## src/rtl/mfmr_pkg.sv

```systemverilog
// ----------------------------------------------------------------------------
// mfmr_pkg
// Shared types and constants for the marker framed message receiver.
// ----------------------------------------------------------------------------
package mfmr_pkg;

	localparam int MESSAGE_BYTES_DEF = 64;

	localparam logic [7:0] START_MARKER_RST = 8'h3C;
	localparam logic [7:0] END_MARKER_RST   = 8'h3E;
	localparam logic [7:0] NUL_BYTE         = 8'h00;

	localparam logic CFG_START_MARKER = 1'b0;
	localparam logic CFG_END_MARKER   = 1'b1;

	localparam logic ACT_ARM  = 1'b0;
	localparam logic ACT_BYTE = 1'b1;

	typedef enum logic [2:0] {
		EV_ARMED    = 3'd0,
		EV_REJECTED = 3'd1,
		EV_IGNORED  = 3'd2,
		EV_STARTED  = 3'd3,
		EV_DATA     = 3'd4,
		EV_COMPLETE = 3'd5,
		EV_OVERFLOW = 3'd6
	} ev_t;

	typedef enum logic [1:0] {
		CLS_ARM   = 2'd0,
		CLS_START = 2'd1,
		CLS_END   = 2'd2,
		CLS_DATA  = 2'd3
	} cls_t;

	typedef struct packed {
		cls_t       kind;
		logic [7:0] rx_byte;
	} cmd_t;

	typedef struct packed {
		ev_t        event_kind;
		logic [7:0] data_out;
		logic [5:0] position;
		logic [5:0] message_length;
		logic       want_next_byte;
		logic       busy_res;
	} res_t;

endpackage

```

## src/rtl/mfmr_fifo.sv

```systemverilog
// ----------------------------------------------------------------------------
// mfmr_fifo
// Two-entry queue with push/full and pop/empty, full rate on both sides.
// ----------------------------------------------------------------------------
module mfmr_fifo #(
	parameter int WIDTH = 8
) (
	input  logic             clk,
	input  logic             arst_n,
	input  logic             push,
	output logic             full,
	input  logic [WIDTH-1:0] wdata,
	input  logic             pop,
	output logic             empty,
	output logic [WIDTH-1:0] rdata
);

	logic [WIDTH-1:0] mem_q [2];
	logic             wr_ptr_q;
	logic             rd_ptr_q;
	logic [1:0]       count_q;
	logic             do_push;
	logic             do_pop;

	assign full    = (count_q == 2'd2);
	assign empty   = (count_q == 2'd0);
	assign do_push = push && !full;
	assign do_pop  = pop && !empty;
	assign rdata   = mem_q[rd_ptr_q];

	always_ff @(posedge clk) begin
		if (do_push) begin
			mem_q[wr_ptr_q] <= wdata;
		end
	end

	always_ff @(posedge clk or negedge arst_n) begin
		if (!arst_n) begin
			wr_ptr_q <= 1'b0;
			rd_ptr_q <= 1'b0;
			count_q  <= 2'd0;
		end else begin
			if (do_push) begin
				wr_ptr_q <= !wr_ptr_q;
			end
			if (do_pop) begin
				rd_ptr_q <= !rd_ptr_q;
			end
			case ({do_push, do_pop})
				2'b10:   count_q <= count_q + 2'd1;
				2'b01:   count_q <= count_q - 2'd1;
				default: count_q <= count_q;
			endcase
		end
	end

`ifndef SYNTHESIS
	a_count_bound: assert property (@(posedge clk) disable iff (!arst_n)
		count_q != 2'd3)
		else $error("fifo count out of range");

	a_push_visible: assert property (@(posedge clk) disable iff (!arst_n)
		do_push && !do_pop |=> !empty)
		else $error("pushed transaction not visible");

	a_pop_frees: assert property (@(posedge clk) disable iff (!arst_n)
		do_pop && !do_push |=> !full)
		else $error("popped transaction did not free a slot");
`endif

endmodule

```

## src/rtl/mfmr_front.sv

```systemverilog
// ----------------------------------------------------------------------------
// mfmr_front
// Holds the marker registers and classifies each incoming transaction.
// ----------------------------------------------------------------------------
module mfmr_front (
	input  logic           clk,
	input  logic           arst_n,
	input  logic           cfg_we,
	input  logic           cfg_index,
	input  logic [7:0]     cfg_data,
	input  logic           action,
	input  logic [7:0]     rx_byte,
	output mfmr_pkg::cmd_t cmd
);
	import mfmr_pkg::*;

	logic [7:0] start_marker_q;
	logic [7:0] end_marker_q;

	always_ff @(posedge clk or negedge arst_n) begin
		if (!arst_n) begin
			start_marker_q <= START_MARKER_RST;
			end_marker_q   <= END_MARKER_RST;
		end else if (cfg_we) begin
			case (cfg_index)
				CFG_START_MARKER: start_marker_q <= cfg_data;
				CFG_END_MARKER:   end_marker_q   <= cfg_data;
				default:          start_marker_q <= start_marker_q;
			endcase
		end
	end

	always_comb begin
		cmd.rx_byte = rx_byte;
		if (action == ACT_ARM) begin
			cmd.kind = CLS_ARM;
		end else if (rx_byte == start_marker_q) begin
			cmd.kind = CLS_START;
		end else if (rx_byte == end_marker_q || rx_byte == NUL_BYTE) begin
			cmd.kind = CLS_END;
		end else begin
			cmd.kind = CLS_DATA;
		end
	end

endmodule

```

## src/rtl/mfmr_back.sv

```systemverilog
// ----------------------------------------------------------------------------
// mfmr_back
// Receive state and write position; turns each command into one result.
// ----------------------------------------------------------------------------
module mfmr_back #(
	parameter int MESSAGE_BYTES = mfmr_pkg::MESSAGE_BYTES_DEF
) (
	input  logic           clk,
	input  logic           arst_n,
	input  logic           cmd_empty,
	input  mfmr_pkg::cmd_t cmd,
	output logic           cmd_pop,
	input  logic           res_full,
	output logic           res_push,
	output mfmr_pkg::res_t res
);
	import mfmr_pkg::*;

	localparam int PosW = $clog2(MESSAGE_BYTES);
	localparam logic [PosW-1:0] Limit    = PosW'(MESSAGE_BYTES - 1);
	localparam logic [PosW+5:0] LimitExt = {6'b0, Limit};

	logic            receiving_q;
	logic            inside_q;
	logic [PosW-1:0] wpos_q;
	logic            receiving_d;
	logic            inside_d;
	logic [PosW-1:0] wpos_d;
	logic [PosW+5:0] wpos_ext;
	logic            fire;

	assign fire     = !cmd_empty && !res_full;
	assign cmd_pop  = fire;
	assign res_push = fire;
	assign wpos_ext = {6'b0, wpos_q};

	always_comb begin
		receiving_d        = receiving_q;
		inside_d           = inside_q;
		wpos_d             = wpos_q;
		res.event_kind     = EV_IGNORED;
		res.data_out       = 8'd0;
		res.position       = 6'd0;
		res.message_length = 6'd0;
		res.want_next_byte = 1'b0;
		if (cmd.kind == CLS_ARM) begin
			if (receiving_q) begin
				res.event_kind = EV_REJECTED;
			end else begin
				receiving_d        = 1'b1;
				inside_d           = 1'b0;
				wpos_d             = '0;
				res.event_kind     = EV_ARMED;
				res.want_next_byte = 1'b1;
			end
		end else if (!receiving_q) begin
			res.event_kind = EV_IGNORED;
		end else begin
			case (cmd.kind)
				CLS_START: begin
					inside_d           = 1'b1;
					wpos_d             = '0;
					res.event_kind     = EV_STARTED;
					res.want_next_byte = 1'b1;
				end
				CLS_END: begin
					if (!inside_q) begin
						res.want_next_byte = 1'b1;
					end else begin
						inside_d           = 1'b0;
						receiving_d        = 1'b0;
						res.event_kind     = EV_COMPLETE;
						res.message_length = wpos_ext[5:0];
					end
				end
				default: begin
					if (!inside_q) begin
						res.want_next_byte = 1'b1;
					end else if (wpos_q < Limit) begin
						wpos_d             = wpos_q + 1'b1;
						res.event_kind     = EV_DATA;
						res.data_out       = cmd.rx_byte;
						res.position       = wpos_ext[5:0];
						res.want_next_byte = 1'b1;
					end else begin
						inside_d           = 1'b0;
						receiving_d        = 1'b0;
						res.event_kind     = EV_OVERFLOW;
						res.message_length = LimitExt[5:0];
					end
				end
			endcase
		end
		res.busy_res = receiving_d;
	end

	always_ff @(posedge clk or negedge arst_n) begin
		if (!arst_n) begin
			receiving_q <= 1'b0;
			inside_q    <= 1'b0;
			wpos_q      <= '0;
		end else if (fire) begin
			receiving_q <= receiving_d;
			inside_q    <= inside_d;
			wpos_q      <= wpos_d;
		end
	end

`ifndef SYNTHESIS
	a_wpos_bound: assert property (@(posedge clk) disable iff (!arst_n)
		wpos_q <= Limit)
		else $error("write position past limit");

	a_busy_tracks: assert property (@(posedge clk) disable iff (!arst_n)
		fire |=> receiving_q == $past(res.busy_res))
		else $error("busy flag disagrees with receive state");

	a_inside_needs_rx: assert property (@(posedge clk) disable iff (!arst_n)
		inside_q |-> receiving_q)
		else $error("inside message while not receiving");
`endif

endmodule

```

## src/rtl/marker_framed_message_receiver_core.sv

```systemverilog
// ----------------------------------------------------------------------------
// marker_framed_message_receiver_core
// Start/end marker deframer for a byte-at-a-time serial receive.
// ----------------------------------------------------------------------------
// Input channel: push/full carrying action (arm or byte) and rx_byte. A
// transaction is taken at a clock edge with push high and full low.
// Result channel: empty/pop; the oldest result sits on event_kind, data_out,
// position, message_length, want_next_byte and busy_res while empty is low,
// and leaves at an edge with pop high.
// Config: cfg_we writes cfg_data into start marker (index 0) or end marker
// (index 1); write only while no transaction is in flight.
// Every input transaction yields exactly one result.
// A taken input is registered in the command queue, turned into a result
// by the back end and registered in the result queue, where it is visible.
// Throughput: one transaction per cycle while the result queue has room, set
// by the state update in the back end; each side has a two-entry queue.
// Reset clears the receive state and queues and restores the markers to
// '<' and '>'. If pop stays low, the result queue fills, the back end
// stalls, then the command queue fills and full rises.
// ----------------------------------------------------------------------------
module marker_framed_message_receiver_core #(
	parameter int MESSAGE_BYTES = mfmr_pkg::MESSAGE_BYTES_DEF
) (
	input  logic       clk,
	input  logic       arst_n,
	input  logic       cfg_we,
	input  logic       cfg_index,
	input  logic [7:0] cfg_data,
	input  logic       push,
	output logic       full,
	input  logic       action,
	input  logic [7:0] rx_byte,
	output logic       empty,
	input  logic       pop,
	output logic [2:0] event_kind,
	output logic [7:0] data_out,
	output logic [5:0] position,
	output logic [5:0] message_length,
	output logic       want_next_byte,
	output logic       busy_res
);
	import mfmr_pkg::*;

	cmd_t cmd_in;
	cmd_t cmd_out;
	res_t res_in;
	res_t res_out;
	logic cmd_empty;
	logic cmd_pop;
	logic res_full;
	logic res_push;

	mfmr_front u_front (
		.clk       (clk),
		.arst_n    (arst_n),
		.cfg_we    (cfg_we),
		.cfg_index (cfg_index),
		.cfg_data  (cfg_data),
		.action    (action),
		.rx_byte   (rx_byte),
		.cmd       (cmd_in)
	);

	mfmr_fifo #(
		.WIDTH ($bits(cmd_t))
	) u_cmd_fifo (
		.clk    (clk),
		.arst_n (arst_n),
		.push   (push),
		.full   (full),
		.wdata  (cmd_in),
		.pop    (cmd_pop),
		.empty  (cmd_empty),
		.rdata  (cmd_out)
	);

	mfmr_back #(
		.MESSAGE_BYTES (MESSAGE_BYTES)
	) u_back (
		.clk       (clk),
		.arst_n    (arst_n),
		.cmd_empty (cmd_empty),
		.cmd       (cmd_out),
		.cmd_pop   (cmd_pop),
		.res_full  (res_full),
		.res_push  (res_push),
		.res       (res_in)
	);

	mfmr_fifo #(
		.WIDTH ($bits(res_t))
	) u_res_fifo (
		.clk    (clk),
		.arst_n (arst_n),
		.push   (res_push),
		.full   (res_full),
		.wdata  (res_in),
		.pop    (pop),
		.empty  (empty),
		.rdata  (res_out)
	);

	assign event_kind     = res_out.event_kind;
	assign data_out       = res_out.data_out;
	assign position       = res_out.position;
	assign message_length = res_out.message_length;
	assign want_next_byte = res_out.want_next_byte;
	assign busy_res       = res_out.busy_res;

endmodule
```

## config.mk

```make
export PLATFORM = sky130hd
export DESIGN_NAME = marker_framed_message_receiver_core
export DESIGN_NICKNAME = d
export VERILOG_FILES = /design/src/rtl/mfmr_pkg.sv /design/src/rtl/mfmr_fifo.sv /design/src/rtl/mfmr_front.sv /design/src/rtl/mfmr_back.sv /design/src/rtl/marker_framed_message_receiver_core.sv
export SDC_FILE = /design/constraint.sdc
export NUM_CORES = 1
export LEC_CHECK = 0
export BUFFER_PORTS_ARGS = -buffer_cell sky130_fd_sc_hd__buf_2
export CORE_MARGIN = 2
export CORE_UTILIZATION = 31
export CTS_CLUSTER_DIAMETER = 200
export DETAILED_ROUTE_END_ITERATION = 12
export MAX_ROUTING_LAYER = met4
export SYNTH_ARGS = -nofsm -noshare
export SYNTH_HDL_FRONTEND = slang
export SYNTH_SLANG_ARGS = --single-unit
```

## constraint.sdc

```tcl
create_clock -name clk -period 4.6 [get_ports clk]
set_clock_uncertainty 0.15 [all_clocks]
set_input_delay 0.23 -clock clk [delete_from_list [all_inputs] [get_ports clk]]
set_output_delay 0.23 -clock clk [all_outputs]
set_load 0.03 [all_outputs]
```

Word level (Yosys, flattened, before mapping). Memory sizes are Yosys's and may differ from the RTL's. Index checks and enable logic that the tools add are counted.

Register bits: 32. Bits in writable memories: 70. Word-level logic and storage cells: 102. Memories kept: 2.

Add/subtract/negate cells: 5. Magnitude comparators: 1. Eq/ne operators: 12. Mux-type cells: 42. Bitwise operators: 1. Reduce and logical (&&, ||, !) cells: 28.

Memory list: u_res_fifo.mem_q (words 2, width 25, read ports 1, clocked after Yosys merged registers in 0, write ports 1, line mfmr_fifo.sv:18) `logic [WIDTH-1:0] mem_q [2];`; u_cmd_fifo.mem_q (words 2, width 10, read ports 1, clocked after Yosys merged registers in 0, write ports 1, line mfmr_fifo.sv:18).

Operator list (number): $mux 6 (7); $mux 14 (2); $pmux 6 s2 (2); $mux 23 (1); $mux 21 (1); $mux 20 (1); $mux 1 (17); $eq 8x8->1 (2); $eq 2x2->1 const B (5); $mux 3 (3); $logic_not 1->1 (8); $logic_not 8->1 (1); $pmux 2 s2 (2); $add 6x1->6 const B (1); $eq 2x1->1 const B (3); $logic_not 2->1 (3); $lt 6x6->1 const B (1); $mux 2 (3); $pmux 3 s2 (1); $reduce_and 6->1 (1); $reduce_bool 2->1 (3); $reduce_bool 3->1 (2); $logic_and 1x1->1 (5); $add 2x1->2 const B (2); 9 further kinds (12).

Logic depth before layout (Yosys ltp).
Depth after elaboration: 6. Mapped depth: 9. Gate-level depth less buffers: 7.

Cells and area by module. A second synthesis with hierarchy kept.

Cells, all modules: 332. Area, all modules: 4797.1 um^2.

By module, submodules not included: mfmr_fifo (u_res_fifo) (times used 1, cells each 96, area an instance 2102.0 um^2, seq. area each 1601.5 um^2); mfmr_fifo (u_cmd_fifo) (times used 1, cells each 49, area an instance 917.1 um^2, seq. area each 700.7 um^2); mfmr_back (times used 1, cells each 117, area an instance 907.1 um^2, seq. area each 200.2 um^2); mfmr_front (times used 1, cells each 70, area an instance 870.8 um^2, seq. area each 411.6 um^2).

Worst setup path after synthesis. OpenSTA, ideal clock, no wires.

Kind: reg2reg. From: register u_cmd_fifo.rd_ptr_q. To: register u_back.wpos_q[3]. Library setup time: 0.078 ns. Arrival: 2.604 ns. Required time: 4.372 ns. Slack: 1.769 ns. Cell stages (with the launch flop): 9. Buffers on the path: 2. Clock period less this slack: 2.831 ns. Cells stage by stage: dfrtp_1 buf_1 mux2i_1 ha_1 buf_4 nand2b_1 a2111o_1 or4_1 a21oi_1.

Longest elaborated chain between the ends: 5. Elaborated cells between the ends (all ways): 13. Classes of those cells: 4 x eq/ne; 3 x mux; 5 x reduce/logical; 1 x memory.

Ends and longest elaborated chain: from (decl) (line mfmr_fifo.sv:20) `logic rd_ptr_q;`; from (signal assigned) (line mfmr_fifo.sv:47) `rd_ptr_q <= !rd_ptr_q;`; $mem_v2 2x10 (*); $eq 2x2->1 / $eq 2x1->1 (equally long branches) (line mfmr_back.sv:59) `case (cmd.kind)`; $pmux 6 s2 (line mfmr_back.sv:59); $mux 6 (line mfmr_back.sv:56) `end else if (!receiving_q) begin`; $mux 6 (line mfmr_back.sv:46) `if (cmd.kind == CLS_ARM) begin`; to (signal assigned) (line mfmr_back.sv:105) `wpos_q <= wpos_d;`; to (decl) (line mfmr_back.sv:25) `logic [PosW-1:0] wpos_q;`.

Every way passes the cells marked *; elsewhere a longest branch is shown, timed or not. The select of a mux whose other input is x is not followed. A chain may end at the register's enable or synchronous reset.

Worst setup path in the final report. Same ends and word-level chain as after synthesis.

==> out/qor.txt <==
status -> completed
clock tree from TritonCTS -> done
hold_ws -> 0.007141 ns
max-cap violations -> 0
Initial Util -> 0.3199
clock insertion delay at the later pin of the skew report -> 0.34 ns
Seq/Total Area, Yosys -> 0.6513
RSZ-0062 raised after global routing -> no
Synth Area in Adders -> 0.01957
first-pass GRT wire length -> 12620 um
wire per inst -> 14.05 um
Yosys reg bits -> 102
Pwr per Cell Area -> 726.5 mW/mm^2
Compound-Gate Fraction of Synth Area -> 0.04782
commonest non-fill, non-tap cells in the layout -> 70 x edfxtp_1, 49 x buf_2, 41 x mux2_2, 23 x dfrtp_1, 21 x nor2_1
Post-Synth Simple-Gate Area -> 0.08445
Synth Net Count -> 348
Global Route Usage Sum -> 0.1117
Port Buf Inserts -> 49
final total negative setup slack -> 0 ns
post-synthesis share of cell area spent on xor and xnor gates -> 0.05089
1st-iter DRT viols -> 137
synth unique cells -> 41
Final Slew Violations -> 0
fin nets -> 407
Die Area -> 0.01541 sq mm
Crit-path slowest cell -> dfrtp_1
most common library cell in the layout ignoring fill and taps -> edfxtp_1
Pleak -> 2.037 nW
Diodes inserted -> 0
main flop type after synthesis -> edfxtp_1
CP peak stage delay -> 0.68 ns
average via count per standard cell -> 4.621
gr ovfl total -> 0
max_slew headroom -> 0.2308
Worst EP required -> 4.71 ns
largest family of logic cells by synthesized area -> multiplexers
Crit. End Element -> register
Synthesis Warnings -> 0
Post-CTS Setup Bufs -> 0
overall die width -> 124.1 um
Synth Instances -> 318
vias in the first global route -> 2612
TritonCTS buffer count -> 9
std cell rows -> 43
FMAX -> 0.3111 GHz
Finished Layout Cells -> 562
hold-fix buffers at CTS -> 9
Fin. Hold Viols -> 0
Core Footprint -> 0.01399 sq mm
Mapped Area -> 0.004474 sq mm
post-CTS sizing -> 0
Area growth, synth to finish -> 18.60%
Pre-Repair DR Iteration Count -> 4
drt drc -> 0
minimum clock period -> 3.215 ns
die height -> 124.1 um
Min-Delay Path Class -> input pin to register
CP Launch Type -> register
Post-synth EDFFs -> 70
length in cells of the worst reg-to-reg path -> 6
Detailed Route WL -> 7897 um
count of final setup violators -> 0
clock root cell -> clkbuf_16
largest net degree at the start of global routing -> 33
Routability Congestion -> 0.8657
worst-margin pin slew -> 1.154 ns
critical path cell sequence -> mux2i_1 > ha_1 > nand2b_1 > a2111o_1 > or4_1 > a21oi_1
end point of the critical path -> u_back.wpos_q[3]
clock buffer depth -> 2
ys async rst share -> 0.3137
Post-DP HPWL -> 5542 um
Worst-path clk slew -> 0.06 ns
Final ANT Viol Nets -> 0
initial antenna violation count -> 0
Post-Place Cells -> 537
CTS H-tree depth -> 3
post-layout util -> 0.3793
DR vias -> 2597
FF-to-FF Start -> u_cmd_fifo.rd_ptr_q
crit path max fanout -> 13
period utilization -> 0.6989
post-synthesis mux area share -> 0.1256
worst setup path class -> register to register
WP data arrival -> 3.32 ns
worst ir drop on vdd -> 0.2275 mV
CTS Sinks -> 102
share of cells above drive strength 1 -> 0.3141
r2r setup slk -> 1.39 ns
CP startpoint -> u_cmd_fifo.rd_ptr_q
io pins -> 50
Reg2Reg Capture Point -> u_back.wpos_q[3]
Post-Syn Area per Cell -> 14.07 sq um
-- flip-flops by register name, summed over array words and instances (netlist names) --
| signal | flops |
|---|---|
| u_cmd_fifo.count_q | 2 |
| u_front.start_marker_q | 8 |
| u_front.end_marker_q | 8 |
| u_res_fifo.rd_ptr_q | 1 |
| u_cmd_fifo.mem_q | 20 |
| u_res_fifo.mem_q | 50 |
| u_res_fifo.count_q | 2 |
| u_back.wpos_q | 6 |
| u_cmd_fifo.wr_ptr_q | 1 |
| u_res_fifo.wr_ptr_q | 1 |
| u_cmd_fifo.rd_ptr_q | 1 |
| u_back.inside_q | 1 |
| u_back.receiving_q | 1 |
-- metal layers --
metal  global-route usage  vias up  wire (um)
met2               0.1673       49       3711
met4              0.05056        0        118
met1               0.1409     1256       3692
met3              0.03159       10        375
li1                     -     1282          -
met5                    -        -          0
-- synth_stat cells (2+ instances only) --
cell type / count / area [sq um]
edfxtp_1: 70 / 2102
mux2_2: 41 / 461.7
dfrtp_1: 23 / 575.6
nor2_1: 23 / 86.33
nand2_1: 16 / 60.06
xnor2_1: 16 / 140.1
a21oi_1: 13 / 65.06
inv_1: 11 / 41.29
mux2i_1: 10 / 100.1
xor2_1: 10 / 87.58
dfstp_2: 9 / 236.5
and2_1: 8 / 50.05
clkbuf_1: 7 / 26.28
ha_1: 7 / 87.58
o21ai_0: 6 / 30.03
nor4_1: 5 / 31.28
nand4_1: 4 / 25.02
o31ai_1: 4 / 30.03
and3_1: 3 / 18.77
buf_1: 3 / 11.26
nand2b_1: 3 / 18.77
nor2b_1: 3 / 18.77
or4_1: 3 / 22.52
nand3_1: 2 / 10.01
nor3_1: 2 / 10.01
-- area by class of cell --
| class | instances | area [sq um] |
|---|---|---|
| fillers | 1343 | 8682 |
| multi-input cells | 193 | 1474 |
| inverters | 11 | 41.29 |
| flip-flops and latches | 102 | 2914 |
| well taps | 180 | 225.2 |
| clock buffers | 11 | 242.7 |
| repair buffers | 60 | 350.3 |
| clock inverters | 5 | 58.81 |
-- critical path, delay by kind of cell (launching register included) --
| family | cells | cell delay, ns |
|---|---|---|
| AO/OA/AOI/OAI | 2 | 0.74 |
| adder cells (fa/ha/maj) | 1 | 0.40 |
| flip-flops | 1 | 0.68 |
| multiplexers | 1 | 0.46 |
| AND/OR/NAND/NOR | 2 | 0.70 |
-- metrics by stage --
step	total power, W	worst slack [ns]	instance area [sq um]
global placement	0.003105	1.602	4915
CTS	0.003906	1.374	5306
finish	0.003855	1.385	5306
global route	0.004090	1.193	5306
floorplan	0.002740	1.769	4474
detailed placement	0.003142	1.454	4915
-- kinds of logic (layout without fill, tap and decap cells) --
kind of cell	count (synthesis)	count (layout)
XOR/XNOR	26	26
flip-flops	102	102
buffers and inverters	23	87
AO/OA/AOI/OAI	34	34
adder cells (fa/ha/maj)	7	7
AND/OR/NAND/NOR	75	75
multiplexers	51	51
-- worst min path at each step --
stage	to	start	slack [ns]	depth (start not counted)
after floorplan	u_back.inside_q	arst_n	-0.22	0
after global placement	u_cmd_fifo.rd_ptr_q	arst_n	0.20	1
after detailed placement	u_cmd_fifo.rd_ptr_q	arst_n	0.21	1
after CTS	u_cmd_fifo.mem_q[1][0]	rx_byte[0]	0.002	1
after global routing	u_cmd_fifo.mem_q[1][0]	rx_byte[0]	0.005	1
final	u_cmd_fifo.mem_q[1][0]	rx_byte[0]	0.007	1
-- where the power goes --
group | switching (W) | internal (W)
combinational | 0.000929 | 0.000550
clock | 0.000312 | 0.000437
sequential | 0.000203 | 0.00142
total | 0.00144 | 0.00241
Power figures use the tool's default switching activity.
